### src/rtl/rioreg_pkg.sv
// ----------------------------------------------------------------------------
// rioreg_pkg
// Shared types, register offsets and constants of the I/O FPGA register block.
// ----------------------------------------------------------------------------
package rioreg_pkg;

	// number of network slots with interrupt sources (slot 0 plus modules)
	localparam int unsigned NetSlots = 5;

	localparam int unsigned OffsetWidth = 21;
	localparam int unsigned WordWidth   = 16;
	localparam int unsigned SlotWidth   = 3;
	localparam int unsigned PortWidth   = 4;
	localparam int unsigned CmdWidth    = 3;
	localparam int unsigned CardOfsWidth = 6;
	localparam int unsigned CfgIndexWidth = 2;
	localparam int unsigned CfgDataWidth  = 4;
	localparam int unsigned InDataWidth  = 80;
	localparam int unsigned OutDataWidth = 32;

	// command codes carried in tuser
	typedef enum logic [CmdWidth-1:0] {
		CMD_READ    = 3'd0,
		CMD_WRITE   = 3'd1,
		CMD_IRQ_SET = 3'd2,
		CMD_IRQ_CLR = 3'd3,
		CMD_INSERT  = 3'd4
	} cmd_t;

	// configuration register indexes
	localparam logic [CfgIndexWidth-1:0] CFG_FLASH_PRESENT  = 2'd0;
	localparam logic [CfgIndexWidth-1:0] CFG_MODULE_PRESENT = 2'd1;
	localparam logic [CfgIndexWidth-1:0] CFG_CARD_PRESENT   = 2'd2;

	// register offsets
	localparam logic [OffsetWidth-1:0] OFS_ID0         = 21'h000000;
	localparam logic [OffsetWidth-1:0] OFS_ID1         = 21'h000004;
	localparam logic [OffsetWidth-1:0] OFS_ZERO0       = 21'h00000a;
	localparam logic [OffsetWidth-1:0] OFS_ZERO1       = 21'h00000c;
	localparam logic [OffsetWidth-1:0] OFS_SEEPROM0    = 21'h00000e;
	localparam logic [OffsetWidth-1:0] OFS_FLASH_PRES  = 21'h000012;
	localparam logic [OffsetWidth-1:0] OFS_LOW_BYTE0   = 21'h000014;
	localparam logic [OffsetWidth-1:0] OFS_NET_MAIN    = 21'h000020;
	localparam logic [OffsetWidth-1:0] OFS_NET_SLOTS   = 21'h000022;
	localparam logic [OffsetWidth-1:0] OFS_LOW_BYTE1   = 21'h000026;
	localparam logic [OffsetWidth-1:0] OFS_INSERT_STAT = 21'h000028;
	localparam logic [OffsetWidth-1:0] OFS_SLOT_MASK   = 21'h00002a;
	localparam logic [OffsetWidth-1:0] OFS_IO_MASK_B   = 21'h00002c;
	localparam logic [OffsetWidth-1:0] OFS_SEEPROM1    = 21'h000040;
	localparam logic [OffsetWidth-1:0] OFS_SEEPROM2    = 21'h000042;
	localparam logic [OffsetWidth-1:0] OFS_SEEPROM3    = 21'h000044;
	localparam logic [OffsetWidth-1:0] OFS_SEEPROM4    = 21'h000046;
	localparam logic [OffsetWidth-1:0] OFS_ID2         = 21'h000048;
	localparam logic [OffsetWidth-1:0] OFS_ID3         = 21'h00004a;
	localparam logic [OffsetWidth-1:0] OFS_MODULE_PRES = 21'h00004e;
	localparam logic [OffsetWidth-1:0] OFS_CARD_PRES   = 21'h100004;
	localparam logic [OffsetWidth-1:0] OFS_CARD_TYPE   = 21'h100006;
	localparam logic [OffsetWidth-1:0] OFS_CARD_DATA   = 21'h100008;

	// fixed read values and card select codes
	localparam logic [WordWidth-1:0] ALL_ONES      = 16'hFFFF;
	localparam logic [WordWidth-1:0] LOW_BYTE_ONES = 16'h00FF;
	localparam logic [WordWidth-1:0] CARD_TYPE_VAL = 16'h0004;
	localparam logic [WordWidth-1:0] CARD_SEL0     = 16'h1700;
	localparam logic [WordWidth-1:0] CARD_SEL1     = 16'h1D00;
	localparam logic [WordWidth-1:0] CARD_SEL2     = 16'h3500;
	localparam logic [WordWidth-1:0] MOD1_BIT      = 16'h0100;
	localparam logic [WordWidth-1:0] MOD2_BIT      = 16'h0001;
	localparam logic [WordWidth-1:0] MOD3_BIT      = 16'h1000;
	localparam logic [WordWidth-1:0] MOD4_BIT      = 16'h0010;
	localparam logic [WordWidth-1:0] SYS_FLASH_BIT = 16'h0002;
	localparam logic [WordWidth-1:0] SLOT0_FLASH_BIT = 16'h0001;

	// one input item
	typedef struct packed {
		logic [CmdWidth-1:0]     command;
		logic [OffsetWidth-1:0]  reg_offset;
		logic [WordWidth-1:0]    write_data;
		logic [SlotWidth-1:0]    slot;
		logic [PortWidth-1:0]    port;
		logic [WordWidth-1:0]    insertion_bits;
		logic [WordWidth-1:0]    card_eeprom_word;
	} item_t;

	// one result item
	typedef struct packed {
		logic [WordWidth-1:0]    read_data;
		logic                    net_irq;
		logic                    ext_irq_clear;
		logic                    unknown_access;
		logic                    card_word_used;
		logic [CardOfsWidth-1:0] card_word_offset;
	} result_t;

	// configuration write bundle
	typedef struct packed {
		logic                     wr_en;
		logic [CfgIndexWidth-1:0] index;
		logic [CfgDataWidth-1:0]  data;
	} cfg_wr_t;

endpackage

### src/rtl/rioreg_in_stage.sv
// ----------------------------------------------------------------------------
// rioreg_in_stage
// Input register stage: holds one accepted beat until the core takes it.
// ----------------------------------------------------------------------------
module rioreg_in_stage (
	input  logic                clk,
	input  logic                arst_n,
	input  logic                in_valid,
	output logic                in_ready,
	input  rioreg_pkg::item_t   in_item,
	output logic                item_valid_s1,
	output rioreg_pkg::item_t   item_s1,
	input  logic                take
);
	import rioreg_pkg::*;

	// stage is free when empty or being drained this cycle
	assign in_ready = !item_valid_s1 || take;

	// valid bit
	always_ff @(posedge clk or negedge arst_n) begin
		if (!arst_n) begin
			item_valid_s1 <= 1'b0;
		end else if (in_ready) begin
			item_valid_s1 <= in_valid;
		end
	end

	// payload
	always_ff @(posedge clk) begin
		if (in_valid && in_ready) begin
			item_s1 <= in_item;
		end
	end

endmodule

### src/rtl/rioreg_core.sv
// ----------------------------------------------------------------------------
// rioreg_core
// Register file, decode and event handling with the result register.
// ----------------------------------------------------------------------------
module rioreg_core (
	input  logic                  clk,
	input  logic                  arst_n,
	input  rioreg_pkg::cfg_wr_t   cfg,
	input  logic                  item_valid_s1,
	input  rioreg_pkg::item_t     item_s1,
	output logic                  take,
	output logic                  res_valid_q,
	output rioreg_pkg::result_t   res_q,
	input  logic                  res_ready
);
	import rioreg_pkg::*;

	logic [1:0]              flash_present_q;
	logic [3:0]              module_present_q;
	logic [2:0]              card_present_q;
	logic [WordWidth-1:0]    net_main_q, net_slots_q, slot_mask_q, io_mask_b_q;
	logic [WordWidth-1:0]    insert_stat_q, card_sel_q;
	logic                    cmd_word_idx_q, cmd_valid_q;
	logic [CardOfsWidth-1:0] cmd_ofs_q;

	logic [WordWidth-1:0]    net_main_d, net_slots_d, slot_mask_d, io_mask_b_d;
	logic [WordWidth-1:0]    insert_stat_d, card_sel_d;
	logic                    cmd_word_idx_d, cmd_valid_d;
	logic [CardOfsWidth-1:0] cmd_ofs_d;
	result_t                 res_d;

	cmd_t                    cmd;
	logic                    is_rd;
	logic [WordWidth-1:0]    wd;
	logic [WordWidth-1:0]    slot_bit;
	logic [WordWidth-1:0]    main_bit;
	logic                    slot_ok;
	logic                    card_hit;

	// result register frees when empty or drained
	assign take = item_valid_s1 && (!res_valid_q || res_ready);

	assign cmd   = cmd_t'(item_s1.command);
	assign is_rd = (cmd == CMD_READ);
	assign wd    = item_s1.write_data;

	// net event bit positions
	assign main_bit = WordWidth'(1) << item_s1.port;
	assign slot_bit = WordWidth'(1) << {2'(item_s1.slot - 3'd1), item_s1.port[1:0]};
	assign slot_ok  = (32'(item_s1.slot) < NetSlots) && (item_s1.slot <= 3'd4);

	// selected card present
	always_comb begin
		card_hit = 1'b0;
		if (card_sel_q == CARD_SEL0) begin
			card_hit = card_present_q[0];
		end else if (card_sel_q == CARD_SEL1) begin
			card_hit = card_present_q[1];
		end else if (card_sel_q == CARD_SEL2) begin
			card_hit = card_present_q[2];
		end
	end

	// next state and result
	always_comb begin
		net_main_d     = net_main_q;
		net_slots_d    = net_slots_q;
		slot_mask_d    = slot_mask_q;
		io_mask_b_d    = io_mask_b_q;
		insert_stat_d  = insert_stat_q;
		card_sel_d     = card_sel_q;
		cmd_word_idx_d = cmd_word_idx_q;
		cmd_valid_d    = cmd_valid_q;
		cmd_ofs_d      = cmd_ofs_q;
		res_d          = '0;

		case (cmd)
			CMD_READ, CMD_WRITE: begin
				unique case (item_s1.reg_offset) inside
					OFS_ID0, OFS_ID1, OFS_ID2, OFS_ID3: begin
						if (is_rd) res_d.read_data = ALL_ONES;
					end
					OFS_ZERO0, OFS_ZERO1, OFS_SEEPROM0, OFS_SEEPROM1,
					OFS_SEEPROM2, OFS_SEEPROM3, OFS_SEEPROM4: begin
						res_d.read_data = '0;
					end
					OFS_LOW_BYTE0, OFS_LOW_BYTE1: begin
						if (is_rd) res_d.read_data = LOW_BYTE_ONES;
					end
					OFS_FLASH_PRES: begin
						if (is_rd) begin
							res_d.read_data = ALL_ONES
								& ~(flash_present_q[0] ? SYS_FLASH_BIT : '0)
								& ~(flash_present_q[1] ? SLOT0_FLASH_BIT : '0);
						end
					end
					OFS_NET_MAIN: begin
						if (is_rd) res_d.read_data = net_main_q;
					end
					OFS_NET_SLOTS: begin
						if (is_rd) res_d.read_data = net_slots_q;
					end
					OFS_INSERT_STAT: begin
						if (is_rd) begin
							res_d.read_data = insert_stat_q;
						end else begin
							insert_stat_d       = insert_stat_q & ~wd;
							res_d.ext_irq_clear = 1'b1;
						end
					end
					OFS_SLOT_MASK: begin
						if (is_rd) res_d.read_data = slot_mask_q;
						else slot_mask_d = wd;
					end
					OFS_IO_MASK_B: begin
						if (is_rd) res_d.read_data = io_mask_b_q;
						else io_mask_b_d = wd;
					end
					OFS_MODULE_PRES: begin
						if (is_rd) begin
							res_d.read_data = ALL_ONES
								& ~(module_present_q[0] ? MOD1_BIT : '0)
								& ~(module_present_q[1] ? MOD2_BIT : '0)
								& ~(module_present_q[2] ? MOD3_BIT : '0)
								& ~(module_present_q[3] ? MOD4_BIT : '0);
						end
					end
					OFS_CARD_PRES: begin
						if (is_rd) res_d.read_data = ALL_ONES & ~WordWidth'(card_present_q);
						else card_sel_d = wd;
					end
					OFS_CARD_TYPE: begin
						if (is_rd) res_d.read_data = CARD_TYPE_VAL;
					end
					OFS_CARD_DATA: begin
						if (is_rd) begin
							res_d.read_data = ALL_ONES;
							if (cmd_valid_q) begin
								cmd_valid_d = 1'b0;
								if (card_hit) begin
									res_d.read_data        = item_s1.card_eeprom_word;
									res_d.card_word_used   = 1'b1;
									res_d.card_word_offset = cmd_ofs_q;
								end
							end
						end else if (!cmd_word_idx_q) begin
							cmd_ofs_d      = wd[CardOfsWidth-1:0];
							cmd_word_idx_d = 1'b1;
						end else begin
							cmd_word_idx_d = 1'b0;
							cmd_valid_d    = 1'b1;
						end
					end
					default: begin
						res_d.unknown_access = 1'b1;
					end
				endcase
			end
			CMD_IRQ_SET, CMD_IRQ_CLR: begin
				if (!slot_ok) begin
					res_d.unknown_access = 1'b1;
				end else if (item_s1.slot == '0) begin
					net_main_d = (cmd == CMD_IRQ_SET) ? (net_main_q & ~main_bit)
						: (net_main_q | main_bit);
				end else if (item_s1.port[3:2] != 2'b00) begin
					res_d.unknown_access = 1'b1;
				end else begin
					net_slots_d = (cmd == CMD_IRQ_SET) ? (net_slots_q & ~slot_bit)
						: (net_slots_q | slot_bit);
				end
			end
			CMD_INSERT: begin
				insert_stat_d = insert_stat_q | item_s1.insertion_bits;
			end
			default: begin
				res_d.read_data = '0;
			end
		endcase

		// level after this item, active low status words
		res_d.net_irq = (net_main_d != ALL_ONES) || (net_slots_d != ALL_ONES);
	end

	// configuration registers
	always_ff @(posedge clk or negedge arst_n) begin
		if (!arst_n) begin
			flash_present_q  <= '0;
			module_present_q <= '0;
			card_present_q   <= '0;
		end else if (cfg.wr_en) begin
			unique case (cfg.index)
				CFG_FLASH_PRESENT:  flash_present_q  <= cfg.data[1:0];
				CFG_MODULE_PRESENT: module_present_q <= cfg.data[3:0];
				CFG_CARD_PRESENT:   card_present_q   <= cfg.data[2:0];
				default: ;
			endcase
		end
	end

	// block state, updated as each beat is taken
	always_ff @(posedge clk or negedge arst_n) begin
		if (!arst_n) begin
			net_main_q     <= ALL_ONES;
			net_slots_q    <= ALL_ONES;
			slot_mask_q    <= '0;
			io_mask_b_q    <= '0;
			insert_stat_q  <= '0;
			card_sel_q     <= '0;
			cmd_word_idx_q <= 1'b0;
			cmd_valid_q    <= 1'b0;
			cmd_ofs_q      <= '0;
		end else if (take) begin
			net_main_q     <= net_main_d;
			net_slots_q    <= net_slots_d;
			slot_mask_q    <= slot_mask_d;
			io_mask_b_q    <= io_mask_b_d;
			insert_stat_q  <= insert_stat_d;
			card_sel_q     <= card_sel_d;
			cmd_word_idx_q <= cmd_word_idx_d;
			cmd_valid_q    <= cmd_valid_d;
			cmd_ofs_q      <= cmd_ofs_d;
		end
	end

	// result register
	always_ff @(posedge clk or negedge arst_n) begin
		if (!arst_n) begin
			res_valid_q <= 1'b0;
		end else if (take) begin
			res_valid_q <= 1'b1;
		end else if (res_ready) begin
			res_valid_q <= 1'b0;
		end
	end

	always_ff @(posedge clk) begin
		if (take) begin
			res_q <= res_d;
		end
	end

`ifndef SYNTHESIS
	// irq level in a fresh result matches the status words
	a_irq_level: assert property (@(posedge clk) disable iff (!arst_n)
		take |=> res_q.net_irq == ((net_main_q != ALL_ONES) || (net_slots_q != ALL_ONES)))
		else $error("net_irq does not follow status words");

	// a card data read consumes the captured command
	a_cmd_consumed: assert property (@(posedge clk) disable iff (!arst_n)
		(take && is_rd && (item_s1.reg_offset == OFS_CARD_DATA)) |=> !cmd_valid_q)
		else $error("card command still valid after data read");

	// a supplied card word only comes with a valid command
	a_card_word: assert property (@(posedge clk) disable iff (!arst_n)
		(take && res_d.card_word_used) |-> cmd_valid_q && card_hit)
		else $error("card word used without valid command");

	// clear pulse only from a write beat, never with read data
	a_clear_pulse: assert property (@(posedge clk) disable iff (!arst_n)
		(res_valid_q && res_q.ext_irq_clear) |-> (res_q.read_data == '0) && !res_q.unknown_access)
		else $error("ext_irq_clear with read data or unknown flag");
`endif

endmodule

### src/rtl/router_io_fpga_register_block.sv
// ----------------------------------------------------------------------------
// router_io_fpga_register_block
// Register block of a router I/O FPGA: bus access, network irq and insertion.
// ----------------------------------------------------------------------------
// each input beat passes the input register, then the core's result register
// throughput: one beat per cycle unless stalled; single decode pass in core
// input register and result register are both flow-controlled
// reset: asynchronous, active low; status words go to all ones (inactive)
// masks, insertion status, card select, command capture and presence clear
module router_io_fpga_register_block (
	input  logic        clk,
	input  logic        arst_n,
	// slave side
	input  logic        s_axis_tvalid,
	output logic        s_axis_tready,
	// reg_offset[20:0], write_data[36:21], slot[39:37], port[43:40],
	// insertion_bits[59:44], card_eeprom_word[75:60], zero[79:76]
	input  logic [79:0] s_axis_tdata,
	// command[2:0]
	input  logic [2:0]  s_axis_tuser,
	// master side
	output logic        m_axis_tvalid,
	input  logic        m_axis_tready,
	// read_data[15:0], net_irq[16], ext_irq_clear[17], unknown_access[18],
	// card_word_used[19], card_word_offset[25:20], zero[31:26]
	output logic [31:0] m_axis_tdata,
	// configuration write port
	input  logic        cfg_wr_en,
	input  logic [1:0]  cfg_addr,
	input  logic [3:0]  cfg_wdata
);
	import rioreg_pkg::*;

	item_t   in_item, item_s1;
	result_t res_q;
	cfg_wr_t cfg;
	logic    item_valid_s1, take;

	// unpack the input beat
	assign in_item.command          = s_axis_tuser;
	assign in_item.reg_offset       = s_axis_tdata[20:0];
	assign in_item.write_data       = s_axis_tdata[36:21];
	assign in_item.slot             = s_axis_tdata[39:37];
	assign in_item.port             = s_axis_tdata[43:40];
	assign in_item.insertion_bits   = s_axis_tdata[59:44];
	assign in_item.card_eeprom_word = s_axis_tdata[75:60];

	assign cfg.wr_en = cfg_wr_en;
	assign cfg.index = cfg_addr;
	assign cfg.data  = cfg_wdata;

	rioreg_in_stage u_in_stage (
		.clk           (clk),
		.arst_n        (arst_n),
		.in_valid      (s_axis_tvalid),
		.in_ready      (s_axis_tready),
		.in_item       (in_item),
		.item_valid_s1 (item_valid_s1),
		.item_s1       (item_s1),
		.take          (take)
	);

	rioreg_core u_core (
		.clk           (clk),
		.arst_n        (arst_n),
		.cfg           (cfg),
		.item_valid_s1 (item_valid_s1),
		.item_s1       (item_s1),
		.take          (take),
		.res_valid_q   (m_axis_tvalid),
		.res_q         (res_q),
		.res_ready     (m_axis_tready)
	);

	// pack the result beat
	assign m_axis_tdata = {6'b0, res_q.card_word_offset, res_q.card_word_used,
		res_q.unknown_access, res_q.ext_irq_clear, res_q.net_irq, res_q.read_data};

endmodule
### config.mk
export PLATFORM = sky130hd
export DESIGN_NAME = router_io_fpga_register_block
export DESIGN_NICKNAME = d
export VERILOG_FILES = /design/src/rtl/rioreg_pkg.sv /design/src/rtl/rioreg_in_stage.sv /design/src/rtl/rioreg_core.sv /design/src/rtl/router_io_fpga_register_block.sv
export SDC_FILE = /design/constraint.sdc
export NUM_CORES = 1
export LEC_CHECK = 0
export BUFFER_PORTS_ARGS = -buffer_cell sky130_fd_sc_hd__clkbuf_2
export CORE_MARGIN = 1
export CORE_UTILIZATION = 46
export DETAILED_ROUTE_END_ITERATION = 12
export PLACE_DENSITY = 0.65
export SETUP_SLACK_MARGIN = 0.4
export SLEW_MARGIN = 10
export SYNTH_ARGS = -nofsm -noshare
export SYNTH_HDL_FRONTEND = slang
export SYNTH_HIERARCHICAL = 1
export SYNTH_SLANG_ARGS = --single-unit
### constraint.sdc
create_clock -name clk -period 4.68 [get_ports clk]
set_input_delay 0.468 -clock clk [delete_from_list [all_inputs] [get_ports clk]]
set_output_delay 0.468 -clock clk [all_outputs]
set_load 0.02 [all_outputs]
# Yosys cells after proc, flatten, opt, wreduce, memory -nomap -nowiden
# Index checks and enable logic that the tools add are counted.
# totals
register_bits	220
inputBits	94
out_inout_bits	34
# classes
n_addsub	1
n_lt_le_gt_ge	2
n_eq_ne	35
shifts	2
n_mux	48
bitwise	22
reduce_logical	34
# ops
op	n
16-bit 2-to-1 mux	23
16-bit case mux with 12 select lines	1
21-bit by 7-bit equality test with 1-bit output, second input constant	7
16-bit NOT	9
21-bit by 6-bit equality test with 1-bit output, second input constant	6
16-bit AND	7
21-bit equality test, second input constant	3
21-bit by 4-bit equality test with 1-bit output, second input constant	3
16-bit bitwise OR	3
21-bit by 5-bit equality test with 1-bit output, second input constant	2
16-bit by 13-bit equality test with 1-bit output, second input constant	2
16-bit != test, second input constant	2
16-bit case mux with 2 select lines	1
1-bit by 4-bit << shifter with 16-bit output, first input constant	2
4-bit AND reduction	7
23-bit OR reduction	1
21-bit by 3-bit equality test with 1-bit output, second input constant	1
21-bit zero test	1
16-bit by 14-bit equality test with 1-bit output, second input constant	1
3-bit NOT with 16-bit output	1
1-bit 2-to-1 mux	15
13-bit 2-to-1 mux	1
5-bit AND reduction	2
9-bit 2-to-1 mux	1
other kinds (26)	42

# Depth between registers and ports, before layout
# depth
depth_word	11
ltp_mapped	10

# Hierarchy
# Netlist, hierarchy kept.
# modules_own_cells
mod	n_inst	cells_each	area_each_um2
rioreg_core	1	701	7664.9
rioreg_in_stage	1	83	2426.1
router_io_fpga_register_block	1	7	48.8

# Least setup slack after synthesis
# No wires, ideal clock.
# synth_timing
path_kind	input port to flip-flop
from	input port m_axis_tready
to	register, netlist name u_in_stage/item_s1[0]
setup_time_ps	382
t_arrival_ps	2769
slack_ps	1529
path_stages	6
path_buffers	1
path_cell_list	nand2b_1 > nand2_1 > inv_1 > clkbuf_1 > nand2b_4 > and2_4
# synth_between
elab_chain_len	4
# synth_rtl
item	line	rtl
start: declaration	router_io_fpga_register_block.sv:23	input logic m_axis_tready,
1-bit logical OR	rioreg_core.sv:41	assign take = item_valid_s1 && (!res_valid_q || res_ready);
1-bit logical AND	rioreg_core.sv:41	
named net take	router_io_fpga_register_block.sv:37	logic item_valid_s1, take;
1-bit logical OR	rioreg_in_stage.sv:18	assign in_ready = !item_valid_s1 || take;
named net s_axis_tready	router_io_fpga_register_block.sv:15	output logic s_axis_tready,
1-bit logical AND	rioreg_in_stage.sv:31	if (in_valid && in_ready) begin
# The timed path passes the listed nets, and every way through them passes these cells.
# A chain may end at the register's enable or synchronous reset.

==> flow_summary_export.csv <==
group,metric,value,unit
layout,final_cells,1204,
setup_path,crit_chain,"inv_1 > ha_1 > or3b_1 > a21boi_1 > nand3_1 > or3_1 > a221oi_1 > nand4_1",
routing,wl_per_cell,21.0,µm
routing,vias,7127,
floorplan,core_area,0.0213,mm²
setup_path,required,4920,ps
synthesis,synth.yosys.seq_area_share,0.599,
power_and_ir_drop,vdd_drop_max,271,µV
setup_path,rr_worst_depth,8,
routing,routed_wl,25.2,mm
synthesis,ys_top_cells_by_count,"edfxtp_1, dfrtp_1, mux2_2, a21oi_1, nand2_1",
routing,routed_via_density,5.92,
floorplan,die_area,0.0226,mm²
routing,first_pass_iters,5,
setup_path,critPathLaunch,"u_in_stage/item_s1[36]",
synthesis,synth_warnings,6,
layout,multiInputGateArea,0.00385,mm²
synthesis,synth_largest_area_cell,"edfxtp_1",
synthesis,synth.distinct_cells,82,
placed_design,dp_hpwl,17.5,mm
synthesis,yosys.cell_count.top_type,"edfxtp_1",
routing,ant_nets,0,
clocking,cts-resized-gates,0,
flow_run,cap_violations,0,
setup_path,r2r_slack,1050,ps
clocking,insertion_delay,540,ps
run_status,outcome,"complete, no violations",
floorplan,initial_core_util,0.476,
layout,final_layout_size_suffix_gt1_frac,0.341,
floorplan,io_pins,128,
layout,regArea,0.00607,mm²
setup_path,cp_max_fo,14,
grt,antenna_found_initial,0,
sta,report.final.slew_viol_count,0,
synthesis,synth_seq_cells,220,
clocking,cts_made_buffers,25,
setup_path,critPathMaxStageDelay,820,ps
sta,rsz0062_at_grt,"false",
sta,hold_viol,0,
hold_path,hold_class,"in2reg",
setup_path,end_kind,"flop",
floorplan,die_w,150,µm
synthesis,synth_edf_count,105,
placed_design,place_inst,1157,
clocking,cts.path.max_buffers,3,
synthesis,postSynth.asyncResetShare,0.523,
sta,period_minus_slack,3630,ps
sta,tns,0,ps
layout,syn_to_final_growth,16.7,%
synthesis,syn_inst,791,
sta,worst_pin_slew,1080,ps
synthesis,syn_area,0.0101,mm²
grt,grt_max_degree,80,
grt,grt_pass1_vias,6904,
sta,finClkSkew,14.1,ps
power_and_ir_drop,p_leak,4.73,nW
floorplan,rows,53,
layout,finalNetCount,1005,
floorplan,die_y,150,µm
setup_path,crit_path_end,"u_core/res_q[9]",
setup_path,critPathArrivalTime,3870,ps
grt,grt_overflow,0,
setup_path,path_class,"reg2reg",
sta,timing.final.crit_share,0.777,
setup_path,cpMaxStageDelayCell,"a21boi_1",
routing,drc,0,
grt,track_usage,0.230,
clocking,clk_pin_slew,60,ps
clocking,htreeDepth,1,
synthesis,synth_area_leaders,"edfxtp_1, dfrtp_1, dfstp_2",
sta,setup_viol,0,
clocking,cts-root-buf,"clkbuf_16",
clocking,cts_tree,"yes",
routing,drtIter0Drc,583,
sta,max_freq,275,MHz
synthesis,syn_avg_cell_area,12.8,µm²
sta,slew_headroom,0.279,
synthesis,ys.flop_type,"edfxtp_1",
placed_design,place.gp.congestion,0.896,
layout,final_util,0.556,
setup_path,rr_startpoint,"u_in_stage/item_s1[36]",
placed_design,place.port_buffers,117,
grt,grt_pass1_wl,39.4,mm
setup_path,r2r-end,"u_core/res_q[9]",
layout,num_antenna_cells,0,
layout,n_fill_cell,1809,
synthesis,synth_top_area_share,0.311,
power_and_ir_drop,p_per_area,389,mW/mm²
setup_path,cp-start-kind,"flop",
clocking,clock_sinks,220,
## worst min-delay path by stage
stage	startpoint	endpoint	cells past startpoint
2_1_floorplan	arst_n	u_core/card_present_q[0]	0
3_3_place_gp	u_core/io_mask_b_q[14]	u_core/io_mask_b_q[14]	1
3_5_place_dp	u_core/io_mask_b_q[14]	u_core/io_mask_b_q[14]	1
4_1_cts	s_axis_tdata[19]	u_in_stage/item_s1[74]	1
5_1_grt	s_axis_tdata[33]	u_in_stage/item_s1[51]	1
6_report	s_axis_tdata[19]	u_in_stage/item_s1[74]	1
## critical path, delay by kind of cell (launching register included)
kind                       cells  cell delay [ps]
and+or+nand+nor                4             1250
AOI/OAI and AO/OA              2             1140
DFF                            1              590
adders and majority gates      1              240
buffers and inverters          1              120
## power by group
part	internal, mW	total [mW]	switching [mW]
clock	1.18	1.96	0.778
combinational	0.120	0.313	0.193
sequential	2.19	2.33	0.135
## what timing repair did
action                    4_1_cts  5_1_grt
buffers inserted                0        0
hold endpoints to repair       14        0
hold buffers                    1        0
## routing by layer
| metal | vias to the layer above | routed length (µm) | global-route usage |
|---|---|---|---|
| met5 | - | 0 | 0 |
| met4 | 0 | 479 | 0.0535 |
| met3 | 40 | 1820 | 0.0439 |
| met2 | 280 | 11400 | 0.358 |
| met1 | 3533 | 11600 | 0.334 |
| li1 | 3274 | - | - |
## cell usage in the layout (no fill, tap or decap), types with 4 or more instances in the layout
| cell type | synthesis | final |
|---|---|---|
| a21oi_1 | 62 | 62 |
| nor4_4 | 4 | 4 |
| o31ai_1 | 6 | 6 |
| mux2i_1 | 9 | 9 |
| mux2_4 | 19 | 19 |
| conb_1 | 1 | 6 |
| buf_4 | 7 | 15 |
| a221oi_1 | 14 | 14 |
| nor4b_2 | 3 | 4 |
| clkbuf_16 | 0 | 26 |
| o21ai_0 | 27 | 27 |
| mux2_2 | 68 | 68 |
| or3_1 | 6 | 6 |
| o211ai_1 | 5 | 5 |
| nor4_2 | 4 | 4 |
| nor2_1 | 45 | 45 |
| a22oi_1 | 13 | 13 |
| a41oi_1 | 4 | 4 |
| nand3b_1 | 9 | 9 |
| nand2_1 | 47 | 47 |
| inv_1 | 7 | 7 |
| and3_1 | 6 | 6 |
| dfrtp_1 | 83 | 83 |
| a31oi_1 | 9 | 9 |
| clkbuf_1 | 23 | 8 |
| nand4_1 | 10 | 10 |
| clkbuf_8 | 0 | 6 |
| nand2b_1 | 9 | 9 |
| or2_2 | 4 | 4 |
| edfxtp_1 | 105 | 105 |
| nor2b_1 | 6 | 6 |
| nand3_1 | 17 | 17 |
| dfstp_2 | 32 | 32 |
| clkbuf_2 | 0 | 116 |
| nor4b_1 | 9 | 8 |
| nor3b_1 | 5 | 5 |
| and2_1 | 8 | 8 |
| a211o_1 | 11 | 11 |
| nor3_1 | 19 | 19 |
## stage by stage
step | hold WS (ps) | area, µm² | power, mW | worst slack (ps)
after floorplan | 172 | 10200 | 2.50 | 1530
after global placement | 473 | 11000 | 2.67 | 1160
after detailed placement | 481 | 11000 | 2.67 | 1130
after CTS | 84.5 | 11800 | 4.65 | 1090
after global routing | 83.4 | 11800 | 4.78 | 745
final | 106 | 11800 | 4.60 | 1050
## area by class of cell
| type | count | area share |
|---|---|---|
| clock inverters | 6 | 0.00656 |
| clock buffers | 40 | 0.0645 |
| inverters | 7 | 0.00222 |
| flip-flops and latches | 220 | 0.513 |
| well taps | 275 | 0.0291 |
| repair buffers | 132 | 0.0594 |
| multi-input cells | 524 | 0.325 |
## flip-flops by register name (all words and copies together) (netlist names), 2 cells and up
name / flops
u_core/net_main_q: 16
u_in_stage/item_s1: 79
u_core/card_present_q: 3
u_core/slot_mask_q: 16
u_core/cmd_ofs_q: 6
u_core/res_q: 26
u_core/insert_stat_q: 16
u_core/module_present_q: 4
u_core/net_slots_q: 16
u_core/io_mask_b_q: 16
u_core/card_sel_q: 16
u_core/flash_present_q: 2
## logic make-up (layout without fill, tap and decap cells)
group | after synthesis | after routing | share of synthesized area
and+or+nand+nor | 236 | 236 | 0.141
AOI/OAI and AO/OA | 182 | 182 | 0.118
buffers and inverters | 52 | 185 | 0.0248
adders and majority gates | 1 | 1 | 0.00123
other | 1 | 6 | 0.000370
DFF | 220 | 220 | 0.599
muxes | 97 | 97 | 0.114
xor gates and xnor gates | 2 | 2 | 0.00173
(Power assumes the default switching activity.)
